### src/hw/rtl/fdca_pkg.sv
// ----------------------------------------------------------------------------
// fdca_pkg
// shared types, constants and helpers of the frame difference averager
// ----------------------------------------------------------------------------
package fdca_pkg;

  localparam int PIX_W        = 8;
  localparam int MEAN_W       = 16;
  localparam int FRAME_W      = 16;
  localparam int CFG_W        = 10;
  localparam int NUM_CH       = 3;
  localparam int QUEUE_DEPTH  = 4;
  localparam int QUEUE_AW     = 2;
  localparam int QUEUE_FILL_W = 3;

  localparam logic [CFG_W-1:0]   ROWS_RESET  = 10'd480;
  localparam logic [CFG_W-1:0]   COLS_RESET  = 10'd512;
  localparam logic [FRAME_W-1:0] FRAME_FIRST = 16'd1;

  // register index, taken from the word address
  localparam logic REG_FRAME_ROWS = 1'b0;
  localparam logic REG_FRAME_COLS = 1'b1;

  typedef struct packed {
    logic [PIX_W-1:0] red;
    logic [PIX_W-1:0] green;
    logic [PIX_W-1:0] blue;
  } pixel_t;

  typedef struct packed {
    logic               last;
    logic               have_prev;
    logic [FRAME_W-1:0] frame_no;
  } tag_t;

  typedef enum logic [1:0] {
    DIV_IDLE,
    DIV_RUN,
    DIV_DONE
  } div_state_t;

  function automatic logic [PIX_W-1:0] abs_diff(input logic [PIX_W-1:0] a,
                                                input logic [PIX_W-1:0] b);
    logic [PIX_W-1:0] d;
    d = (a > b) ? (a - b) : (b - a);
    return d;
  endfunction

endpackage

### src/hw/rtl/fdca_queue.sv
// ----------------------------------------------------------------------------
// fdca_queue
// short first-in first-out queue between front and back
// ----------------------------------------------------------------------------
module fdca_queue #(
  parameter int WIDTH = 64
) (
  input  logic             clk,
  input  logic             rst_n,
  input  logic             push,
  input  logic [WIDTH-1:0] push_data,
  output logic             full,
  input  logic             pop,
  output logic             valid,
  output logic [WIDTH-1:0] data
);

  logic [WIDTH-1:0]                     mem_r [fdca_pkg::QUEUE_DEPTH];
  logic [fdca_pkg::QUEUE_AW-1:0]        wr_ptr_r, rd_ptr_r;
  logic [fdca_pkg::QUEUE_FILL_W-1:0]    fill_r, fill_nxt;

  assign full  = (fill_r == fdca_pkg::QUEUE_FILL_W'(fdca_pkg::QUEUE_DEPTH));
  assign valid = (fill_r != '0);
  assign data  = mem_r[rd_ptr_r];

  always_comb begin
    fill_nxt = fill_r;
    if (push && !pop) begin
      fill_nxt = fill_r + fdca_pkg::QUEUE_FILL_W'(1);
    end else if (pop && !push) begin
      fill_nxt = fill_r - fdca_pkg::QUEUE_FILL_W'(1);
    end
  end

  always_ff @(posedge clk) begin
    if (push) begin
      mem_r[wr_ptr_r] <= push_data;
    end
  end

  always_ff @(posedge clk) begin
    if (!rst_n) begin
      wr_ptr_r <= '0;
      rd_ptr_r <= '0;
      fill_r   <= '0;
    end else begin
      if (push) begin
        wr_ptr_r <= wr_ptr_r + fdca_pkg::QUEUE_AW'(1);
      end
      if (pop) begin
        rd_ptr_r <= rd_ptr_r + fdca_pkg::QUEUE_AW'(1);
      end
      fill_r <= fill_nxt;
    end
  end

endmodule

### config.mk
export PLATFORM = sky130hd
export DESIGN_NAME = fdca_queue
export DESIGN_NICKNAME = d
export VERILOG_FILES = /design/src/hw/rtl/fdca_pkg.sv /design/src/hw/rtl/fdca_queue.sv
export SDC_FILE = /design/constraint.sdc
export NUM_CORES = 1
export LEC_CHECK = 0
export BUFFER_PORTS_ARGS = -buffer_cell sky130_fd_sc_hd__buf_4
export CORE_ASPECT_RATIO = 0.6
export CORE_MARGIN = 3
export CORE_UTILIZATION = 57
export CTS_CLUSTER_SIZE = 24
export DETAILED_ROUTE_END_ITERATION = 7
export GPL_ROUTABILITY_DRIVEN = 0
export HOLD_SLACK_MARGIN = 0.1
export PLACE_DENSITY = 0.79
export SYNTH_ARGS = -nofsm -noshare
export SYNTH_HDL_FRONTEND = slang
export SYNTH_SLANG_ARGS = --single-unit
### constraint.sdc
create_clock -name clk -period 2.95 [get_ports clk]
set_input_delay 0.295 -clock clk [delete_from_list [all_inputs] [get_ports clk]]
set_output_delay 0.295 -clock clk [all_outputs]
set_load 0.1 [all_outputs]
==> metrics.txt <==
status=complete, no violations; Synth area leader=edfxtp_1; global-route wire length before repair=27660 um; Critical Path Start Type=register; Seq cells post-synth=265; Setup-failing EPs final=0; main combinational cell family by area after synthesis=multiplexers; Worst EP arrival=2.29 ns; Setup WS pre-CTS=0.8594 ns; First-pass DRT Iterations=4; DRC errors left=0; final wirelength=17860 um; Post-synth EDFFs=between 200 and 300; Avg Vias per Cell=5.467; crit path kind=register to output pin; Synth Flop Type=edfxtp_1; Routed Antenna Nets=0; setup TNS=0 ns; global-route met3 utilization=approximately 5.5%; CTS tree=done; Die H=around 110 um; Cells after Synth=377; clock tree sinks=265; RSZ-0062 raised after global routing=false; Post-synth top cells=edfxtp_1, mux4_2, and2_1, dfxtp_1; depth of the CTS H-tree=1; YS warnings=0; final worst-path setup slack=roughly 0.37 ns; CP required=between 2 and 3 ns; register area share after synthesis=80.64%; GRT met2 Usage=31.33%; Yosys top cell area share=78.79%; P per Cell Area=749.9 mW/mm2; Die Wd=between 150 and 200 um; initial antenna violation count=0; nets=668; nature of the critical path endpoint=output pin; Period Utilization, post-route=87.53%; Tightest Pin Transition=0.9830 ns; final instance area=approximately 0.012 mm2; CORE AREA=0.01649 mm2; ranking of synthesized cells by area=edfxtp_1, mux4_2, dfxtp_1; via count=roughly 4600; layout cell share with drive strength beyond 1=39.12%; Worst-path clk slew=0.06 ns; Hold Path Class=input pin to register; Post-Synth Simple-Gate Area=less than 1%; initial DRC count=394; Register-to-Register Path Depth=4; clk_skew=0.01011 ns; final hold violation count=0; Post-Synth Adder-Cell Area=less than 1%; gr usage total=19.44%; Synth async-reset ratio=0%; peak supply drop=between 0.0004 and 0.0005 V; mux cell area share after synthesis=between 15 and 20%; row cnt=36; Placement Cell Area=0.01100 mm2; Synth Area in Compound Gates=0.1282%; Initial Util=between 50% and 60%; Post-Syn Area=about 0.01 mm2; hold path cells=3; xor/xnor share of the synthesized area=0.4488%; Top Usage Layer GRT=met2; cts repair resizes=0; synthesized area per cell=25.88 um2; Max Freq=387.3 MHz; worst skew pair latency=0.51 ns; Max-Cap Viols=0; IO Pins=134; Rel. slew slack=34.47%; post-synthesis net count=451; IO Port Bufs=between 100 and 150; Root Driver=clkbuf_16; worst-path fanout max=25; Post-DP HPWL=10520 um; top-count cell post-synth=edfxtp_1; die area=between 0.015 and 0.02 mm2; antenna fix cells=0; Pins Over Slew Limit=0; Num CTS Buffers=23; Wirelength per Cell=21.28 um; leakage=approximately 4.2 nW; vias in the first global route=4987; grt met1 use=between 20% and 30%; gr ovfl total=0; post-layout util=75.18%; Final min period=2.582 ns; post-synth cell types=21; largest net degree at the start of global routing=65; Area Overhead vs Synth=27.03%; CTS max path bufs=3
==> final timing paths <==
check / from / end / slack [ns]
setup reg to reg: wr_ptr_r[0] / mem_r[0][30] / 1.15
hold reg to reg: fill_r[2] / fill_r[2] / 0.52
setup / recovery: register / data[43] / 0.37
hold / removal: pop / rd_ptr_r[0] / 0.15
==> repair_timing <==
item / 4_1_cts / 5_1_grt
hold buffers: 65 / 0
endpoints found under the hold margin: 265 / 0
buffers inserted: 0 / 0
endpoints found under the setup margin: 0 / 0
==> final cells by class <==
| type | count | area (um2) |
|---|---|---|
| multi-input combinational | 94 | 1718 |
| clock buffer | 30 | 601.8 |
| sequential | 265 | 7875 |
| tap | 228 | 285.3 |
| inverter | 4 | 15.01 |
| clock inverter | 12 | 140.1 |
| timing repair buffer | 206 | 1759 |
| fill | 926 | 4091 |
==> logic make-up after synthesis <==
family,after synthesis
AOI/OAI and AO/OA,2
xor gates and xnor gates,5
adders and majority gates,6
buffers and inverters,18
DFF,265
muxes,66
and+or+nand+nor,15
==> worst max-delay path: stages (launching register included) <==
cell	delay [ns]
dfxtp_4	0.64
buf_12	0.28
mux4_2	0.57
buf_4	0.26
==> routing by layer <==
layer / part of all wire (%) / vias up
met5: 0 / -
met4: 1.9 / 0
met3: 8.4 / 31
met2: 48 / 167
met1: 42 / 2348
li1: - / 2041
==> through the flow <==
stage          std cells  hold slack (ns)  power [mW]
2_1_floorplan        377           0.3939       5.940
5_1_grt              839           0.1569       9.597
3_5_place_dp         732           0.4969       6.358
6_report             839           0.1547       9.295
4_1_cts              839           0.1400       9.376
3_3_place_gp         732           0.4811       6.320
==> report_power, final <==
part	switching, mW	leakage, nW	total, mW	internal [mW]
logic	1.40	1.47	1.94	0.538
registers	0.0815	2.43	4.40	4.32
clock network	1.25	0.355	2.96	1.71
total	2.73	4.25	9.29	6.57
==> cell usage in the layout (no fill, tap or decap), drive strengths merged <==
| cell | count |
|---|---|
| xnor2 | 2 |
| dlygate4sd3 | 65 |
| fa | 1 |
| inv | 5 |
| dfxtp | 9 |
| nor2b | 2 |
| o21ai | 1 |
| a21boi | 1 |
| ha | 5 |
| nor3b | 1 |
| clkbuf | 30 |
| buf | 141 |
| mux4 | 64 |
| clkinvlp | 2 |
| bufinv | 3 |
| clkinv | 6 |
| nand2 | 1 |
| and2 | 9 |
| mux2i | 2 |
| xor2 | 3 |
| edfxtp | 256 |
| or3 | 2 |
==> flip-flops by register name, summed over array words and instances, names as in the netlist, named ones only <==
name      cells
rd_ptr_r      2
wr_ptr_r      2
fill_r        3
mem_r       256
Power figures use the tool's default switching activity.
