<file path="src/hw/rtl/fdca_pkg.sv">
// ----------------------------------------------------------------------------
// fdca_pkg
// shared types, constants and helpers of the frame difference averager
// ----------------------------------------------------------------------------
package fdca_pkg;

  localparam int PIX_W        = 8;
  localparam int MEAN_W       = 16;
  localparam int FRAME_W      = 16;
  localparam int CFG_W        = 10;
  localparam int NUM_CH       = 3;
  localparam int QUEUE_DEPTH  = 4;
  localparam int QUEUE_AW     = 2;
  localparam int QUEUE_FILL_W = 3;

  localparam logic [CFG_W-1:0]   ROWS_RESET  = 10'd480;
  localparam logic [CFG_W-1:0]   COLS_RESET  = 10'd512;
  localparam logic [FRAME_W-1:0] FRAME_FIRST = 16'd1;

  // register index, taken from the word address
  localparam logic REG_FRAME_ROWS = 1'b0;
  localparam logic REG_FRAME_COLS = 1'b1;

  typedef struct packed {
    logic [PIX_W-1:0] red;
    logic [PIX_W-1:0] green;
    logic [PIX_W-1:0] blue;
  } pixel_t;

  typedef struct packed {
    logic               last;
    logic               have_prev;
    logic [FRAME_W-1:0] frame_no;
  } tag_t;

  typedef enum logic [1:0] {
    DIV_IDLE,
    DIV_RUN,
    DIV_DONE
  } div_state_t;

  function automatic logic [PIX_W-1:0] abs_diff(input logic [PIX_W-1:0] a,
                                                input logic [PIX_W-1:0] b);
    logic [PIX_W-1:0] d;
    d = (a > b) ? (a - b) : (b - a);
    return d;
  endfunction

endpackage

</file>
<file path="src/hw/rtl/fdca_front.sv">
// ----------------------------------------------------------------------------
// fdca_front
// accepts pixels, tracks raster position and frame count, marks frame ends
// ----------------------------------------------------------------------------
module fdca_front #(
  parameter int MAX_ROWS = 512,
  parameter int MAX_COLS = 512,
  parameter int ROW_W    = $clog2(MAX_ROWS + 1),
  parameter int COL_W    = $clog2(MAX_COLS + 1),
  parameter int CNT_W    = $clog2(MAX_ROWS * MAX_COLS + 1),
  parameter int POS_W    = (MAX_ROWS * MAX_COLS > 1) ? $clog2(MAX_ROWS * MAX_COLS) : 1
) (
  input  logic                       clk,
  input  logic                       rst_n,
  input  logic [fdca_pkg::CFG_W-1:0] frame_rows,
  input  logic [fdca_pkg::CFG_W-1:0] frame_cols,
  input  logic                       in_valid,
  input  fdca_pkg::pixel_t           in_pix,
  output logic                       in_ready,
  input  logic                       q_full,
  output logic                       push,
  output fdca_pkg::pixel_t           pix,
  output fdca_pkg::tag_t             tag,
  output logic [POS_W-1:0]           pos,
  output logic [CNT_W-1:0]           count
);

  logic [POS_W-1:0]                 pos_r, pos_nxt;
  logic                             have_prev_r, have_prev_nxt;
  logic [fdca_pkg::FRAME_W-1:0]     frame_r, frame_nxt;
  logic [ROW_W-1:0]                 rows;
  logic [COL_W-1:0]                 cols;
  logic                             last;

  // size clamp
  always_comb begin
    if (frame_rows == '0) begin
      rows = ROW_W'(1);
    end else if (32'(frame_rows) > 32'(MAX_ROWS)) begin
      rows = ROW_W'(MAX_ROWS);
    end else begin
      rows = ROW_W'(frame_rows);
    end
    if (frame_cols == '0) begin
      cols = COL_W'(1);
    end else if (32'(frame_cols) > 32'(MAX_COLS)) begin
      cols = COL_W'(MAX_COLS);
    end else begin
      cols = COL_W'(frame_cols);
    end
  end

  assign count = CNT_W'(rows) * CNT_W'(cols);
  assign last  = ((CNT_W+1)'(pos_r) + (CNT_W+1)'(1)) >= (CNT_W+1)'(count);

  assign in_ready = !q_full;
  assign push     = in_valid && in_ready;
  assign pix      = in_pix;
  assign pos      = pos_r;

  always_comb begin
    tag.last      = last;
    tag.have_prev = have_prev_r;
    tag.frame_no  = frame_r;
  end

  always_comb begin
    pos_nxt       = pos_r;
    have_prev_nxt = have_prev_r;
    frame_nxt     = frame_r;
    if (push) begin
      if (last) begin
        pos_nxt       = '0;
        have_prev_nxt = 1'b1;
        frame_nxt     = frame_r + fdca_pkg::FRAME_W'(1);
      end else begin
        pos_nxt = pos_r + POS_W'(1);
      end
    end
  end

  always_ff @(posedge clk) begin
    if (!rst_n) begin
      pos_r       <= '0;
      have_prev_r <= 1'b0;
      frame_r     <= fdca_pkg::FRAME_FIRST;
    end else begin
      pos_r       <= pos_nxt;
      have_prev_r <= have_prev_nxt;
      frame_r     <= frame_nxt;
    end
  end

endmodule

</file>
<file path="config.mk">
export PLATFORM = sky130hd
export DESIGN_NAME = fdca_front
export DESIGN_NICKNAME = d
export VERILOG_FILES = /design/src/hw/rtl/fdca_pkg.sv /design/src/hw/rtl/fdca_front.sv
export SDC_FILE = /design/constraint.sdc
export NUM_CORES = 1
export LEC_CHECK = 0
export ABC_CLOCK_PERIOD_IN_PS = 20300
export BUFFER_PORTS_ARGS = -buffer_cell sky130_fd_sc_hd__buf_2
export CORE_MARGIN = 5
export CORE_UTILIZATION = 60
export DETAILED_ROUTE_END_ITERATION = 10
export PLACE_DENSITY = 0.87
export SYNTH_ARGS = -nofsm -noshare
export SYNTH_HDL_FRONTEND = slang
export SYNTH_SLANG_ARGS = --single-unit
</file>
<file path="constraint.sdc">
create_clock -name clk -period 20.3 [get_ports clk]
set_clock_uncertainty 0.2 [all_clocks]
set_input_delay 3.045 -clock clk [delete_from_list [all_inputs] [get_ports clk]]
set_output_delay 3.045 -clock clk [all_outputs]
set_load 0.05 [all_outputs]
</file>
==> results of run 1 <==
-- placed cells by master (no fill, tap or decap), drive strengths merged, types with 17 or more instances in the layout --
master and instances:
nand2 99, inv 87, buf 82, ha 73
nor2 67, fa 61, a21oi 40, dfxtp 35
nand2b 26, xnor2 25, nand3 24, nand4 23
xor2 17
-- power breakdown --
part / switching (uW) / leakage, uW / internal [uW]
clock network: 24.3 / 0.0000470 / 26.6
registers: 1.33 / 0.000282 / 69.3
logic: 116 / 0.00297 / 53.4
total: 142 / 0.00330 / 149
-- synth_stat cells (4+ instances only) --
cell	number
nand2_1	99
inv_1	87
ha_1	73
nor2_1	67
fa_1	61
a21oi_1	40
dfxtp_1	35
clkbuf_1	27
buf_4	26
nand2b_1	26
xnor2_1	25
nand3_1	24
nand4_1	23
xor2_1	17
and2_1	16
nor2b_1	16
mux2i_1	14
o21ai_0	12
and3_1	11
nor3_1	10
a21o_1	9
nor4_1	5
o211ai_1	5
and4_1	4
buf_2	4
o21a_1	4
o21ai_1	4
o31ai_1	4
-- cell type report --
class / count / area, um2 / area share [%]
clock inverters: 1 / 5.00 / 0.0774
flip-flops and latches: 35 / 701 / 10.8
inverters: 88 / 330 / 5.11
repair buffers: 82 / 415 / 6.42
clock buffers: 6 / 82.6 / 1.28
well taps: 133 / 166 / 2.57
multi-input cells: 594 / 4770 / 73.7
-- sequential cells by signal, summed over array words and instances, names as in the netlist --
| register | flops |
|---|---|
| have_prev_r | 1 |
| pos | 18 |
| frame_r | 16 |
-- layer usage --
metal	vias up	GRT usage [%]	wire length (um)	part of all wire (%)
li1	2604	-	-	-
met5	-	0	0	0
met3	33	4.69	1120	7.9
met1	2507	31.8	6110	43
met4	0	6.49	287	2.0
met2	208	38.0	6590	47
-- worst max path at each step --
| stage | cells after the start | from | end |
|---|---|---|---|
| 2_1_floorplan | 28 | frame_cols[3] | tag[17] |
| 3_3_place_gp | 27 | frame_rows[6] | tag[17] |
| 3_5_place_dp | 27 | frame_rows[6] | tag[17] |
| 4_1_cts | 27 | frame_rows[6] | tag[17] |
| 5_1_grt | 27 | frame_rows[6] | tag[17] |
| 6_report | 27 | frame_rows[6] | tag[17] |
-- cell families (layout without fill, tap and decap cells) --
family / count (synthesis) / in the layout / share of synthesized area [%]
and+or+nand+nor: 307 / 307 / 24.4
adders and majority gates: 134 / 134 / 34.9
AOI/OAI and AO/OA: 96 / 96 / 10.2
buffers and inverters: 145 / 177 / 10.6
muxes: 15 / 15 / 2.48
xor gates and xnor gates: 42 / 42 / 6.02
DFF: 35 / 35 / 11.5
-- worst max-delay path, cell delays in order --
cell	delay, ps
buf_2	110
nor4_1	280
nand3_1	140
a21o_1	290
inv_1	140
nand2_1	90
fa_1	520
fa_1	540
inv_1	60
fa_1	500
fa_1	540
inv_1	60
fa_1	530
inv_1	40
ha_1	350
a21o_1	210
a2111oi_0	450
o31ai_1	210
a31o_2	280
a21oi_1	240
xor2_1	200
ha_1	250
and4_1	190
nand3_1	110
a21o_1	820
nand2_1	310
buf_2	320
-- stage by stage --
stage | utilization [%] | total power (uW) | hold WS (ps) | setup WS [ps] | area (um2)
2_1_floorplan | - | 216 | 242 | 7610 | 6110
3_3_place_gp | 64.7 | 238 | 244 | 6580 | 6380
3_5_place_dp | 64.7 | 241 | 254 | 6300 | 6380
4_1_cts | 65.6 | 292 | 272 | 6300 | 6470
5_1_grt | 65.6 | 316 | 305 | 5750 | 6470
6_report | 65.6 | 291 | 268 | 6220 | 6470
==> flow_summary.json, run 1 <==
{
  "peakVddDrop_mv": 0.0406,
  "crit_arrival_ps": 10830,
  "postCtsSetupBuffers": 0,
  "setup_tns_ps": 0,
  "ios": 129,
  "critPathKind": "primary input to output port",
  "status": "finished, final reports clean",
  "ant_nets": 0,
  "synthTopCellsByArea": "fa_1 20%, ha_1 15%, dfxtp_1 11%",
  "reg2reg_slack_ps": 15860,
  "dr.first_iter.drc_count": 337,
  "min_period_ps": 14080,
  "fin_crit_sh_pct": 69.4,
  "min_path_cells": 1,
  "synth_cells": 774,
  "hpwl_um": 11400,
  "async_flop_share_pct": 0,
  "syn_area_per_cell_um2": 7.90,
  "hold_end": "have_prev_r",
  "clock-root-buffer": "clkbuf_8",
  "cts.repair.resized": 0,
  "synth-seq-cells": 35,
  "rr_startpoint": "pos[0]",
  "cts.sinks": 35,
  "syn_to_final_growth_pct": 5.77,
  "routabilityCongestion": 0.920,
  "synth-main-ff-cell": "dfxtp_1",
  "grt_pass1_wl_um": 24800,
  "endpoint_kind": "output port",
  "numPlacedInstances": 932,
  "wl_um": 14100,
  "startpoint_type": "primary input",
  "antennaDiodeCount": 0,
  "dr.pass1.iters": 5,
  "final.fill_count": 815,
  "yosys.area.top_type": "fa_1",
  "vias": 5352,
  "powerDensity_nw_per_um2": 45.1,
  "hold_violations": 0,
  "clk_latency_ps": 290,
  "tightest_slew_ps": 1090,
  "syn_nets": 956,
  "layout-drive-gt1-share_pct": 11.5,
  "start_util_pct": 62.0,
  "synth_enable_flop_cells": 0,
  "overflow": 0,
  "max-cap-violations": 0,
  "setup_viol": 0,
  "synth.cell_area_um2": 6110,
  "remaining_drc_errors": 0,
  "yosysSeqAreaShare_pct": 11.5,
  "numPortBuffers": 80,
  "path_max_fanout": 36,
  "htreeDepth": 2,
  "cts_max_path_buffers": 2,
  "cts_tree": "done",
  "synth_warnings": 0,
  "die_area_um2": 12300,
  "cp.required_ps": 17060,
  "power_leakage_uw": 0.00330,
  "fin_nets": 988,
  "grt_max_degree": 48,
  "track_usage_pct": 23.4,
  "core.rowCount": 36,
  "yosys.area.top_type_share_pct": 20.0,
  "rsz0062_at_grt": "no",
  "detail_route.wl_per_cell_um": 15.0,
  "die_height_um": 111,
  "reg2regPathDepth": 11,
  "die_x_um": 111,
  "hold_path_startpoint": "have_prev_r",
  "synth.distinct_cells": 48,
  "slew_violations": 0,
  "vias_per_cell": 5.70,
  "r2r-end": "frame_r[0]",
  "clk_pin_slew_ps": 70,
  "clock.fmax_mhz": 71.0,
  "slew-limit-headroom_pct": 27.4,
  "cts_made_buffers": 5,
  "antenna_found_initial": 0,
  "core-area_um2": 9860,
  "layout.cells.non_filler": 939,
  "grt_pass1_vias": 5337,
  "min_path_type": "flip-flop to flip-flop",
  "holdBufCountCts": 0
}
Power figures use the tool's default switching activity.
==> run 2: changes to the inputs <==
ABC_CLOCK_PERIOD_IN_PS = 13100   (was 20300)
CORE_UTILIZATION = 57   (was 60)
PLACE_DENSITY = 0.83   (was 0.87)
clock period = 13.1 ns   (was 20.3 ns; I/O delays follow)
==> run 2 against run 1 <==
Flip-flop and latch count unchanged. Combinational power rose by 54%. Total power is 57% higher. Non-clock buffer count rose by 1. Worst hold slack better by 2.3 ps. Worst setup slack worse by 4700 ps. Sequential share of layout area barely moved. Die area grew 4.8%. Critical endpoint unchanged.
==> flow_summary.json, run 2 (synthesized netlist as in run 1, its figures left out) <==
{
  "tightest_slew_ps": 752,
  "final.fill_count": 909,
  "antenna_found_initial": 0,
  "clk_latency_ps": 290,
  "layout.cells.non_filler": 944,
  "dr.first_iter.drc_count": 489,
  "remaining_drc_errors": 0,
  "final_cell_mix": "99 x nand2_1, 87 x inv_1, 80 x buf_2",
  "setup_viol": 0,
  "core.rowCount": 37,
  "rr_startpoint": "pos[0]",
  "crit_arrival_ps": 9370,
  "fin_crit_sh_pct": 88.1,
  "status": "finished, final reports clean",
  "powerDensity_nw_per_um2": 70.4,
  "slew-limit-headroom_pct": 49.9,
  "overflow": 0,
  "min_path_cells": 1,
  "detail_route.wl_per_cell_um": 14.9,
  "cts.sinks": 35,
  "grt_pass1_wl_um": 25200,
  "min_path_type": "flip-flop to flip-flop",
  "slew_violations": 0,
  "numPlacedInstances": 936,
  "pwr-share-comb_pct": 57.3,
  "multi_input_area_um2": 4770,
  "die_x_um": 114,
  "cts_tree": "done",
  "final_common_cell": "nand2_1",
  "finish.utilization_pct": 62.3,
  "clock.fmax_mhz": 86.7,
  "numPortBuffers": 80,
  "setup_tns_ps": 0,
  "startpoint_type": "primary input",
  "vias_per_cell": 5.73,
  "clk_pin_slew_ps": 70,
  "htreeDepth": 2,
  "power_switching_uw": 219,
  "grt_max_degree": 48,
  "die_area_um2": 12900,
  "core-area_um2": 10400,
  "ios": 129,
  "hold_path_startpoint": "have_prev_r",
  "layout-drive-gt1-share_pct": 11.6,
  "critPathKind": "primary input to output port",
  "path_max_fanout": 36,
  "cts.repair.resized": 0,
  "endpoint_kind": "output port",
  "p_sw_share_pct": 48.0,
  "ant_nets": 0,
  "syn_to_final_growth_pct": 6.16,
  "antennaDiodeCount": 0,
  "postCtsSetupBuffers": 0,
  "cp.required_ps": 10930,
  "hpwl_um": 11400,
  "cts_max_path_buffers": 2,
  "start_util_pct": 58.7,
  "seqCellArea_um2": 701,
  "reg2regPathDepth": 12,
  "cts_made_buffers": 5,
  "rsz0062_at_grt": "no",
  "pwr-share-clk_pct": 18.8,
  "dr.pass1.iters": 5,
  "peakVddDrop_mv": 0.0626,
  "holdBufCountCts": 0,
  "track_usage_pct": 23.3,
  "die_height_um": 114,
  "clock-root-buffer": "clkbuf_8",
  "internal_power_uw": 238,
  "grt_pass1_vias": 5340,
  "wl_um": 14100,
  "seqPwrFrac_pct": 23.9,
  "fin_nets": 989,
  "hold_violations": 0,
  "max-cap-violations": 0,
  "power_leakage_uw": 0.00331,
  "vias": 5410,
  "min_period_ps": 11540,
  "hold_end": "have_prev_r",
  "r2r-end": "frame_r[0]",
  "routabilityCongestion": 0.958,
  "reg2reg_slack_ps": 8860,
  "largest_reg_flops": 18
}
## run 2: changes by cell type in the layout (fill, tap and decap cells not counted), sizes merged
cell,delta
buf,+1
clkbuf,+2
clkinv,-1
## run 2: critical path, cell delays in order
cell and delay (ps):
buf_2 110, nor4_1 370, nand3_1 190, nand2_1 180
and2_1 280, nand2_1 110, fa_1 510, inv_1 50
fa_1 510, fa_1 440, fa_1 540, inv_1 50
fa_1 530, inv_1 40, ha_1 360, a21o_1 220
a2111oi_0 420, o31ai_1 190, a31o_2 280, a21oi_1 280
xor2_1 120, ha_1 290, and4_1 230, nand3_1 160
a21o_1 180, buf_4 240, nand2_1 200, buf_2 300
## run 2: how the worst max path moves through the flow
stage,from,endpoint,slack (ps),cells past startpoint
after floorplan,frame_cols[3],tag[17],2570,28
after global placement,frame_cols[3],tag[17],1730,28
after detailed placement,frame_cols[3],tag[17],1630,28
after CTS,frame_cols[3],tag[17],1630,28
after global routing,frame_cols[3],tag[17],940,28
final,frame_cols[3],tag[17],1560,28
## run 2: layout make-up
cell class              count  area share [%]
multi-input cells         594            73.4
flip-flops and latches     35            10.8
repair buffers             83            6.52
inverters                  88            5.09
well taps                 136            2.62
clock buffers               8            1.54
## run 2: metal layers
layer | vias up | wire (um) | GRT usage [%] | share of wire, %
met5 | - | 0 | 0 | 0
met4 | 0 | 303 | 6.33 | 2.1
met3 | 30 | 1180 | 4.03 | 8.3
met2 | 220 | 6260 | 36.7 | 44
met1 | 2550 | 6370 | 33.2 | 45
li1 | 2610 | - | - | -
## run 2: metrics by stage
stage               hold slack (ps)  instance area [um2]  setup WS, ps  power [uW]
detailed placement              255                 6390          1630         374
global route                    304                 6490           943         497
CTS                             273                 6490          1630         460
finish                          270                 6490          1560         457
global placement                251                 6390          1730         369
floorplan                       242                 6110          2570         335
## run 2: power by group through the flow
stage	clock, uW	combinational (uW)	sequential [uW]
6_report	85.7	262	109
5_1_grt	92.4	295	110
4_1_cts	87.5	263	109
3_5_place_dp	0	262	112
3_3_place_gp	0	258	112
2_1_floorplan	0	221	114
