**config.mk**
```make
export PLATFORM = sky130hd
export DESIGN_NAME = fdca_div
export DESIGN_NICKNAME = d
export VERILOG_FILES = /design/src/hw/rtl/fdca_pkg.sv /design/src/hw/rtl/fdca_div.sv
export SDC_FILE = /design/constraint.sdc
export NUM_CORES = 1
export LEC_CHECK = 0
export ABC_AREA = 1
export BUFFER_PORTS_ARGS = -buffer_cell sky130_fd_sc_hd__buf_2
export CORE_MARGIN = 1.5
export CORE_UTILIZATION = 45
export CTS_CLUSTER_DIAMETER = 50
export CTS_CLUSTER_SIZE = 28
export DETAILED_ROUTE_END_ITERATION = 10
export PLACE_DENSITY = 0.68
export SLEW_MARGIN = 20
export SYNTH_ARGS = -nofsm -noshare
export SYNTH_HDL_FRONTEND = slang
export SYNTH_SLANG_ARGS = --single-unit
```
**constraint.sdc**
```tcl
create_clock -name clk -period 3 [get_ports clk]
set_input_delay 0.15 -clock clk [delete_from_list [all_inputs] [get_ports clk]]
set_output_delay 0.15 -clock clk [all_outputs]
set_load 0.01 [all_outputs]
```
**src/hw/rtl/fdca_pkg.sv**
```systemverilog
// ----------------------------------------------------------------------------
// fdca_pkg
// shared types, constants and helpers of the frame difference averager
// ----------------------------------------------------------------------------
package fdca_pkg;

  localparam int PIX_W        = 8;
  localparam int MEAN_W       = 16;
  localparam int FRAME_W      = 16;
  localparam int CFG_W        = 10;
  localparam int NUM_CH       = 3;
  localparam int QUEUE_DEPTH  = 4;
  localparam int QUEUE_AW     = 2;
  localparam int QUEUE_FILL_W = 3;

  localparam logic [CFG_W-1:0]   ROWS_RESET  = 10'd480;
  localparam logic [CFG_W-1:0]   COLS_RESET  = 10'd512;
  localparam logic [FRAME_W-1:0] FRAME_FIRST = 16'd1;

  // register index, taken from the word address
  localparam logic REG_FRAME_ROWS = 1'b0;
  localparam logic REG_FRAME_COLS = 1'b1;

  typedef struct packed {
    logic [PIX_W-1:0] red;
    logic [PIX_W-1:0] green;
    logic [PIX_W-1:0] blue;
  } pixel_t;

  typedef struct packed {
    logic               last;
    logic               have_prev;
    logic [FRAME_W-1:0] frame_no;
  } tag_t;

  typedef enum logic [1:0] {
    DIV_IDLE,
    DIV_RUN,
    DIV_DONE
  } div_state_t;

  function automatic logic [PIX_W-1:0] abs_diff(input logic [PIX_W-1:0] a,
                                                input logic [PIX_W-1:0] b);
    logic [PIX_W-1:0] d;
    d = (a > b) ? (a - b) : (b - a);
    return d;
  endfunction

endpackage

```
**src/hw/rtl/fdca_div.sv**
```systemverilog
// ----------------------------------------------------------------------------
// fdca_div
// three restoring dividers, one quotient bit per cycle, holding the result
// ----------------------------------------------------------------------------
module fdca_div #(
  parameter int CNT_W = 19,
  parameter int SUM_W = 26
) (
  input  logic                         clk,
  input  logic                         rst_n,
  input  logic                         start,
  input  logic [SUM_W-1:0]             sum    [fdca_pkg::NUM_CH],
  input  logic [CNT_W-1:0]             count,
  input  logic [fdca_pkg::FRAME_W-1:0] frame_no,
  output logic                         busy,
  output logic                         out_valid,
  input  logic                         out_ready,
  output logic [fdca_pkg::MEAN_W-1:0]  mean   [fdca_pkg::NUM_CH],
  output logic [fdca_pkg::FRAME_W-1:0] out_frame_no
);

  // dividend is the sum with eight fraction bits appended
  localparam int DVD_W  = SUM_W + 8;
  localparam int STEP_W = $clog2(DVD_W);
  localparam logic [STEP_W-1:0] LAST_STEP = STEP_W'(DVD_W - 1);

  fdca_pkg::div_state_t                state_r, state_nxt;
  logic [STEP_W-1:0]                   step_r;
  logic [CNT_W-1:0]                    cnt_r;
  logic [fdca_pkg::FRAME_W-1:0]        fno_r;
  logic [CNT_W-1:0]                    rem_r   [fdca_pkg::NUM_CH];
  logic [CNT_W-1:0]                    rem_nxt [fdca_pkg::NUM_CH];
  logic [DVD_W-1:0]                    shf_r   [fdca_pkg::NUM_CH];
  logic [CNT_W:0]                      trial   [fdca_pkg::NUM_CH];
  logic                                qbit    [fdca_pkg::NUM_CH];

  // next state
  always_comb begin
    state_nxt = state_r;
    unique case (state_r)
      fdca_pkg::DIV_IDLE: begin
        if (start) state_nxt = fdca_pkg::DIV_RUN;
      end
      fdca_pkg::DIV_RUN: begin
        if (step_r == LAST_STEP) state_nxt = fdca_pkg::DIV_DONE;
      end
      fdca_pkg::DIV_DONE: begin
        if (out_ready) state_nxt = fdca_pkg::DIV_IDLE;
      end
      default: state_nxt = fdca_pkg::DIV_IDLE;
    endcase
  end

  // outputs
  always_comb begin
    busy      = 1'b1;
    out_valid = 1'b0;
    unique case (state_r)
      fdca_pkg::DIV_IDLE: busy = 1'b0;
      fdca_pkg::DIV_RUN:  busy = 1'b1;
      fdca_pkg::DIV_DONE: out_valid = 1'b1;
      default:            busy = 1'b1;
    endcase
  end

  // one quotient bit per lane
  always_comb begin
    for (int l = 0; l < fdca_pkg::NUM_CH; l++) begin
      trial[l] = {rem_r[l], shf_r[l][DVD_W-1]};
      qbit[l]  = (trial[l] >= {1'b0, cnt_r});
      if (qbit[l]) begin
        rem_nxt[l] = CNT_W'(trial[l] - {1'b0, cnt_r});
      end else begin
        rem_nxt[l] = CNT_W'(trial[l]);
      end
    end
  end

  always_ff @(posedge clk) begin
    if (start) begin
      cnt_r <= count;
      fno_r <= frame_no;
      for (int l = 0; l < fdca_pkg::NUM_CH; l++) begin
        rem_r[l] <= '0;
        shf_r[l] <= {sum[l], 8'h00};
      end
    end else if (state_r == fdca_pkg::DIV_RUN) begin
      for (int l = 0; l < fdca_pkg::NUM_CH; l++) begin
        rem_r[l] <= rem_nxt[l];
        shf_r[l] <= {shf_r[l][DVD_W-2:0], qbit[l]};
      end
    end
  end

  always_ff @(posedge clk) begin
    if (!rst_n) begin
      state_r <= fdca_pkg::DIV_IDLE;
      step_r  <= '0;
    end else begin
      state_r <= state_nxt;
      if (start) begin
        step_r <= '0;
      end else if (state_r == fdca_pkg::DIV_RUN) begin
        step_r <= step_r + STEP_W'(1);
      end
    end
  end

  // low quotient bits, wrapping like the output field
  always_comb begin
    for (int l = 0; l < fdca_pkg::NUM_CH; l++) begin
      mean[l] = shf_r[l][fdca_pkg::MEAN_W-1:0];
    end
  end

  assign out_frame_no = fno_r;

endmodule

```
==> results of run 1 <==
## path summary, 6_finish.rpt
| check | cells after the start | from | to | slack [ns] |
|---|---|---|---|---|
| max | 10 | cnt_r[0] | rem_r[0][42] | 0.35 |
| min | 3 | sum[25] | shf_r[0][101] | 0.07 |
| max reg2reg | 10 | cnt_r[0] | rem_r[0][42] | 0.35 |
| min reg2reg | 2 | shf_r[0][26] | shf_r[0][27] | 0.51 |
## per-layer routing
| layer | wire (um) | GRT usage (%) |
|---|---|---|
| met5 | 0 | 0 |
| met4 | 733 | 6.91 |
| met3 | 1570 | 3.46 |
| met2 | 15700 | 39.8 |
| met1 | 13500 | 27.5 |
## power by group through the flow
stage	Clock, mW	Combinational [mW]	Sequential (mW)
2_1_floorplan	0	1.61	3.62
5_1_grt	3.65	2.50	3.62
3_5_place_dp	0	2.05	3.64
6_report	3.48	2.20	3.60
4_1_cts	3.54	2.18	3.59
3_3_place_gp	0	2.03	3.64
## state kept, by name, summed over array words and instances (netlist names)
register      cells
state_r           2
step_r            6
out_frame_no     16
cnt_r            19
rem_r            57
shf_r           102
## stage by stage
step	cell area, um2	power (mW)	hold WS (ns)
CTS	15400	9.31	0.0703
finish	15400	9.28	0.0738
global route	15400	9.78	0.0602
detailed placement	13200	5.70	0.328
floorplan	12300	5.22	0.249
global placement	13200	5.67	0.327
## placed cells by master (no fill, tap or decap), types with 2 or more instances in the layout
master         synthesis  routed
nand2_1              539     539
edfxtp_1             194     194
nor2_1               189     189
inv_1                184     184
buf_2                 11     182
dlygate4sd3_1          0     114
nand3_1               66      66
ha_1                  59      59
a21oi_1               50      50
o21ai_0               32      32
clkbuf_16              0      29
o21ai_1               20      20
xor2_1                18      18
nor3_1                14      14
xnor2_1               11      11
dfxtp_1                8       8
nand2_2                7       6
inv_6                  0       6
inv_2                  5       5
o21bai_1               5       5
nand4_1                5       5
clkinv_8               0       5
buf_4                 50       5
nand3_2                4       4
and2_1                 4       4
inv_8                  0       4
nor2_4                 2       3
nor3_2                 3       3
nand2_4                2       3
nor2_2                 4       3
fa_1                   3       3
clkinv_4               0       3
clkinvlp_4             0       3
buf_12                 0       3
or2_1                  2       2
and2_4                 2       2
or2_2                  3       2
a31oi_1                2       2
bufinv_16              0       2
## repair_timing
action | 4_1_cts | 5_1_grt
setup endpoints to repair | 0 | 4
hold endpoints to repair | 114 | 0
hold buffers | 114 | 0
resized for setup | 0 | 1
## layout make-up
class / instances / area, um2
multi-input cells: 1052 / 5090
clock buffers: 29 / 726
fillers: 2351 / 11600
inverters: 189 / 709
clock inverters: 23 / 288
repair buffers: 304 / 2150
well taps: 341 / 427
flip-flops and latches: 202 / 5990
## cell families after synthesis
| family | after synthesis | synth area share, % |
|---|---|---|
| and+or+nand+nor | 849 | 27.9 |
| DFF | 202 | 48.5 |
| buffers and inverters | 270 | 10.2 |
| xor gates and xnor gates | 29 | 2.06 |
| AOI/OAI and AO/OA | 112 | 4.75 |
| adders and majority gates | 62 | 6.47 |
## worst min-delay path: cells and delay by family
| family | cells | cell delay, ns |
|---|---|---|
| buffers and inverters | 1 | 0.07 |
| and+or+nand+nor | 2 | 0.22 |
==> summary.txt, run 1 <==
Run status
  • Outcome: complete, no violations

Yosys
  • Post-synth net total: 1,703
  • Mean Syn Cell Area: 8.09 um2
  • Largest cells by area after synthesis: edfxtp_1 (47%), nand2_1 (16%), ha_1 (6.0%)
  • Ys flop type: edfxtp_1
  • Synth Register Bits: 202
  • Mapped Cells: 1,524
  • Synthesis Warnings: 0
  • Synth top area share: 47.2%
  • Post-synth ARST share: 0%
  • Seq/Total Area, Yosys: 48.5%
  • Post-synthesis cell type count: 39
  • Most common cell in the netlist: nand2_1
  • EDFF count, synth: 194
  • Post-Syn Area: 12,300 um2
  • Post-synth top area cell: edfxtp_1
  • Post-synth top cells: nand2_1 (539), edfxtp_1 (194), nor2_1 (189)

Setup path
  • Worst-path fanout max: 28
  • Crit path max-delay cell type: edfxtp_1
  • Worst setup SP type: flop
  • CP dominant cell by count: nor2_1
  • Crit path buf inv count: 1
  • Setup crit end kind: flop
  • Critical path data arrival time: 2.94 ns
  • Worst path cell trace: ha_1 -> fa_1 -> o21ai_1 -> nand2_1 -> nand3_2 -> nand2_2 -> nand2_4 -> inv_2 -> nor2_1 -> nor2_1
  • Required time worst endpoint: 3.28 ns
  • CP Class: reg -> reg
  • Slowest stage delay, CP: 0.47 ns
  • CP delay by family, top: simple AND/OR/NAND/NOR gates

Global route
  • First-pass GRT wire length: 51,000 um
  • Total grt overflow: 0
  • Largest net degree at the start of global routing: 126
  • Vias in the first global route: 10,600
  • Gr usage total: 22.2%
  • Initial antenna violation count: 0

Die
  • Core box area: 27,000 um2
  • Die Ht: 169 um
  • # rows: 60
  • DIE WIDTH: 169 um
  • Ports: 183
  • Initial Utilization: 45.8%
  • DIE AREA: 28,400 um2

Timing
  • Setup WS post-layout: 0.348 ns
  • F_max: 377 MHz
  • Final worst clock skew: 0.0263 ns
  • Max-Slew Margin vs Limit: 51.1%
  • Hold Vio Cnt, Final: 0
  • Worst Tran Pin Value: 0.734 ns
  • Unrepaired setup endpoints after global routing: false
  • Final min period: 2.65 ns
  • Total negative slack: 0 ns
  • Final Cycle Share: 88.4%
  • Max-slew violations: 0
  • Final setup fails: 0

Power and ir drop
  • Cell Pwr Density: 603 nW/um2
  • Sequential power share: 38.7%
  • NetSw: 2.99 mW
  • Int Pwr: 6.29 mW
  • Sw Ratio: 32.2%
  • Leak: 7.48 nW
  • Combinational share of power: 23.7%
  • Worst vdd ir: 0.415 mV
  • Clock power frac: 37.5%

Worst hold path
  • Hold crit path type: in -> reg

CTS
  • Clock root buffer: clkbuf_16
  • Skew-Pair Late Insertion Delay: 0.55 ns
  • Clock buffer depth: 3
  • Post-CTS Setup Inserts: 0
  • H-tree depth: 1
  • CTS tree: done
  • Num CTS Buffers: 28
  • CTS clock-pin slew for the worst setup and hold paths: 0.06 ns
  • Clock sink count: 202

Cells and area
  • Area grow syn2layout: 24.7%
  • Ant diodes: 0
  • Layout cells sized above 1: 15.3%
  • Final Util: 57.1%
  • Final nets: 1,956
  • Cell Count, Final, Fillers Out: 2,140

Routing
  • Detail Route Antenna Nets: 0
  • Drt via density: 4.98
  • WL/cell: 14.7 um
  • 1st-iter DRT viols: 671
  • Via count: 10,700
  • DRC Markers: 0
  • Final WL: 31,500 um
  • Drt pass-1 iters: 5

Place
  • Post-DP HPWL: 21,300 um
  • Placed insts: 1,974
  • RePlAce Congestion: 0.981
  • Pre-CTS WS: 0.196 ns
  • Number of port buffers: 182

Run
  • Max Cap Violations: 0
Power figures use the tool's default switching activity.
==> run 2: changes to the inputs <==
==> constraint.sdc (replaced) <==
create_clock -name clk -period 2.2 [get_ports clk]
set_input_delay 0.11 -clock clk [delete_from_list [all_inputs] [get_ports clk]]
set_output_delay 0.11 -clock clk [all_outputs]
set_load 0.01 [all_outputs]
==> run 2 against run 1 <==
Compared with the run above: the flow now finishes with violations (setup timing); worst hold slack lost 0.056 ns; total power rose by 51%; setup slack got worse by 0.47 ns; first-iteration DRC count increased by 43%; routed wire length increased by 20%; count of clock-buffer cells in the layout unchanged; cell area is 17% higher; critical path type unchanged; largest cell class is now multi-input combinational cells.
==> summary.txt, run 2 (same netlist as run 1, synthesis figures left out) <==
CTS
  • CTS tree: done
  • Num CTS Buffers: 27 (-3.6%)
  • Clock sink count: 202 (unchanged)
  • Clock root buffer: clkbuf_16
  • CTS clock-pin slew for the worst setup and hold paths: 0.07 ns (about the same)
  • Skew-Pair Late Insertion Delay: 0.54 ns (about the same)
  • H-tree depth: 1 (unchanged)
  • Clock buffer depth: 3 (unchanged)

Cells and area
  • Footprint of the multi-input gates: 6160 um2 (+21%)
  • Cell Count, Final, Fillers Out: 2,334 (+9.1%)
  • Ant diodes: 0 (unchanged)
  • Area grow syn2layout: 46.2%
  • Fillers: 2,018 (-14%)
  • Final nets: 2,152 (+10%)
  • Most frequent cells in the layout: nand2_1 (487), edfxtp_1 (194), buf_2 (183), nor2_1 (165), buf_4 (164)
  • Layout cells sized above 1: 32.9% (+18 points)
  • Regs by FF count: shf_r (102), rem_r (57), cnt_r (19)
  • Register area: 5990 um2 (unchanged)
  • Max FFs per register: 102 (unchanged)
  • Top reg by flops: shf_r
  • Commonest non-fill, non-tap cell in the layout: nand2_1

Global route
  • Total grt overflow: 0 (unchanged)
  • Gr usage total: 25.4% (+3.2 points)
  • Largest net degree at the start of global routing: 88 (-30%)
  • Vias in the first global route: 12,000 (+13%)
  • Initial antenna violation count: 0 (unchanged)
  • First-pass GRT wire length: 58,100 um (+14%)

Power and ir drop
  • Sw Ratio: 33.3% (+1.1 points)
  • Sequential power share: 35.3% (-3.4 points)
  • Cell Pwr Density: 778 nW/um2 (+29%)
  • Clock power frac: 31.2% (-6.3 points)
  • Worst vdd ir: 0.574 mV (+38%)
  • Leak: 8.66 nW (+16%)
  • Int Pwr: 9.35 mW (+49%)
  • Combinational share of power: 33.5% (+9.8 points)
  • NetSw: 4.67 mW (+56%)

Die
  • # rows: 60 (unchanged)
  • Die Ht: 169 um (unchanged)
  • DIE WIDTH: 169 um (unchanged)
  • DIE AREA: 28,400 um2 (unchanged)
  • Initial Utilization: 45.8% (unchanged)
  • Core box area: 27,000 um2 (unchanged)
  • Ports: 183 (unchanged)

Run
  • Max Cap Violations: 0 (unchanged)

Setup path
  • R2R Setup Slk: -0.12 ns (-0.47 ns)
  • Worst-path fanout max: 7 (-75%)
  • Crit path to: rem_r[0][34]
  • Reg2reg start: cnt_r[12]
  • Required time worst endpoint: 2.49 ns (-0.79 ns)
  • Setup crit end kind: flop
  • R2R Path End: rem_r[0][34]
  • CP Class: reg -> reg
  • Reg2reg path depth: 13 (+3)
  • Critical path data arrival time: 2.62 ns (-0.32 ns)
  • Critical path origin: cnt_r[12]
  • Worst setup SP type: flop

Timing
  • Final worst clock skew: 0.0210 ns (-0.00536 ns)
  • Final min period: 2.32 ns (-0.328 ns)
  • Total negative slack: -2.52 ns (-2.52 ns)
  • Unrepaired setup endpoints after global routing: true
  • F_max: 430 MHz (+14%)
  • Setup WS post-layout: -0.124 ns (-0.472 ns)
  • Max-Slew Margin vs Limit: 63.1% (+12 points)
  • Hold Vio Cnt, Final: 0 (unchanged)
  • Final setup fails: 51 (+51)
  • Worst Tran Pin Value: 0.553 ns (-0.181 ns)
  • Final Cycle Share: 106% (+17 points)
  • Max-slew violations: 0 (unchanged)

Place
  • Number of port buffers: 182 (unchanged)
  • Placed insts: 2,124 (+7.6%)
  • RePlAce Congestion: 0.933 (-4.9%)
  • Post-DP HPWL: 23,600 um (+11%)

Worst hold path
  • Hold crit path type: in -> reg
  • Hold depth: 3 (unchanged)

Routing
  • Drt pass-1 iters: 5 (unchanged)
  • Via count: 11,800 (+11%)
  • Wl on met1: 15,500 um (+15%)
  • Drt via density: 5.06 (+1.6%)
  • Met2 routed WL: 18,700 um (+19%)
  • DR top layer: met4
  • 1st-iter DRT viols: 957 (+43%)
  • DRC Markers: 0 (unchanged)
  • Final WL: 37,900 um (+20%)
  • WL/cell: 16.2 um (+10%)
  • Met3 Routed Length: 2280 um (+46%)
  • Detail Route Antenna Nets: 0 (unchanged)

Run status
  • Failing checks: setup timing
  • Outcome: finished, violations left
==> run 2: changes by cell type in the layout (fill, tap and decap cells not counted), moves of 19 or more <==
cell     previous run  this run
inv_1             184       161
buf_4               5       164
nand3_1            66        47
nand2_2             6        48
ha_4                0        25
nor2_1            189       165
ha_1               59        30
buf_6               0        19
nand2_1           539       487
==> run 2: repair_timing <==
action / CTS / global route
setup buffers: 26 / 13
cloned: 7 / 2
endpoints found under the hold margin: 114 / 0
gates resized for setup: 107 / 161
setup endpoints to repair: 60 / 59
hold buffers: 115 / 0
pin swaps: 32 / 53
==> run 2: critical path, stage by stage, from the launching register on <==
cell,delay [ns]
edfxtp_1,0.41
inv_2,0.11
buf_4,0.17
ha_1,0.26
nand2_1,0.15
nor2_2,0.07
nand2_1,0.11
nor3_2,0.06
nor2_4,0.17
nand2_8,0.11
clkbuf_16,0.18
buf_4,0.13
o21ai_2,0.10
nor2_1,0.05
==> run 2: power by group through the flow <==
stage	clock network (mW)	logic (mW)	registers [mW]
floorplan	0	2.20	4.92
global placement	0	3.45	4.96
detailed placement	0	3.50	4.96
CTS	4.43	4.09	4.91
global route	4.56	5.10	4.98
finish	4.38	4.70	4.95
==> run 2: how the worst min path moves through the flow <==
stage / start / end / slack (ns)
detailed placement: count[12] / cnt_r[12] / 0.29
global placement: frame_no[15] / out_frame_no[15] / 0.29
CTS: sum[77] / shf_r[0][33] / 0.001
finish: sum[77] / shf_r[0][33] / 0.02
floorplan: count[0] / cnt_r[0] / 0.21
global route: sum[77] / shf_r[0][33] / 0.003
==> run 2: final cells by class <==
type,instances,area share (%)
clock buffer,29,3.84
multi-input combinational,1057,34.2
tap,341,2.37
sequential,202,33.2
timing repair buffer,496,21.2
inverter,189,4.02
clock inverter,20,1.20
==> run 2: metrics by stage <==
stage	cell area, um2	hold slack, ns	util (%)	power, mW	setup slack [ns]
floorplan	12300	0.209	-	7.12	0.0105
global placement	14400	0.287	53.5	8.41	-0.206
detailed placement	14400	0.288	53.5	8.46	-0.240
CTS	17200	0.00140	63.9	13.4	-0.0723
global route	18000	0.00312	66.9	14.6	-0.191
finish	18000	0.0174	66.9	14.0	-0.124
==> run 2: per-layer routing <==
metal | vias up | GRT usage [%]
met4 | 0 | 8.54
met1 | 5520 | 31.0
met3 | 108 | 3.83
met5 | - | 0
met2 | 441 | 45.9
li1 | 5750 | -
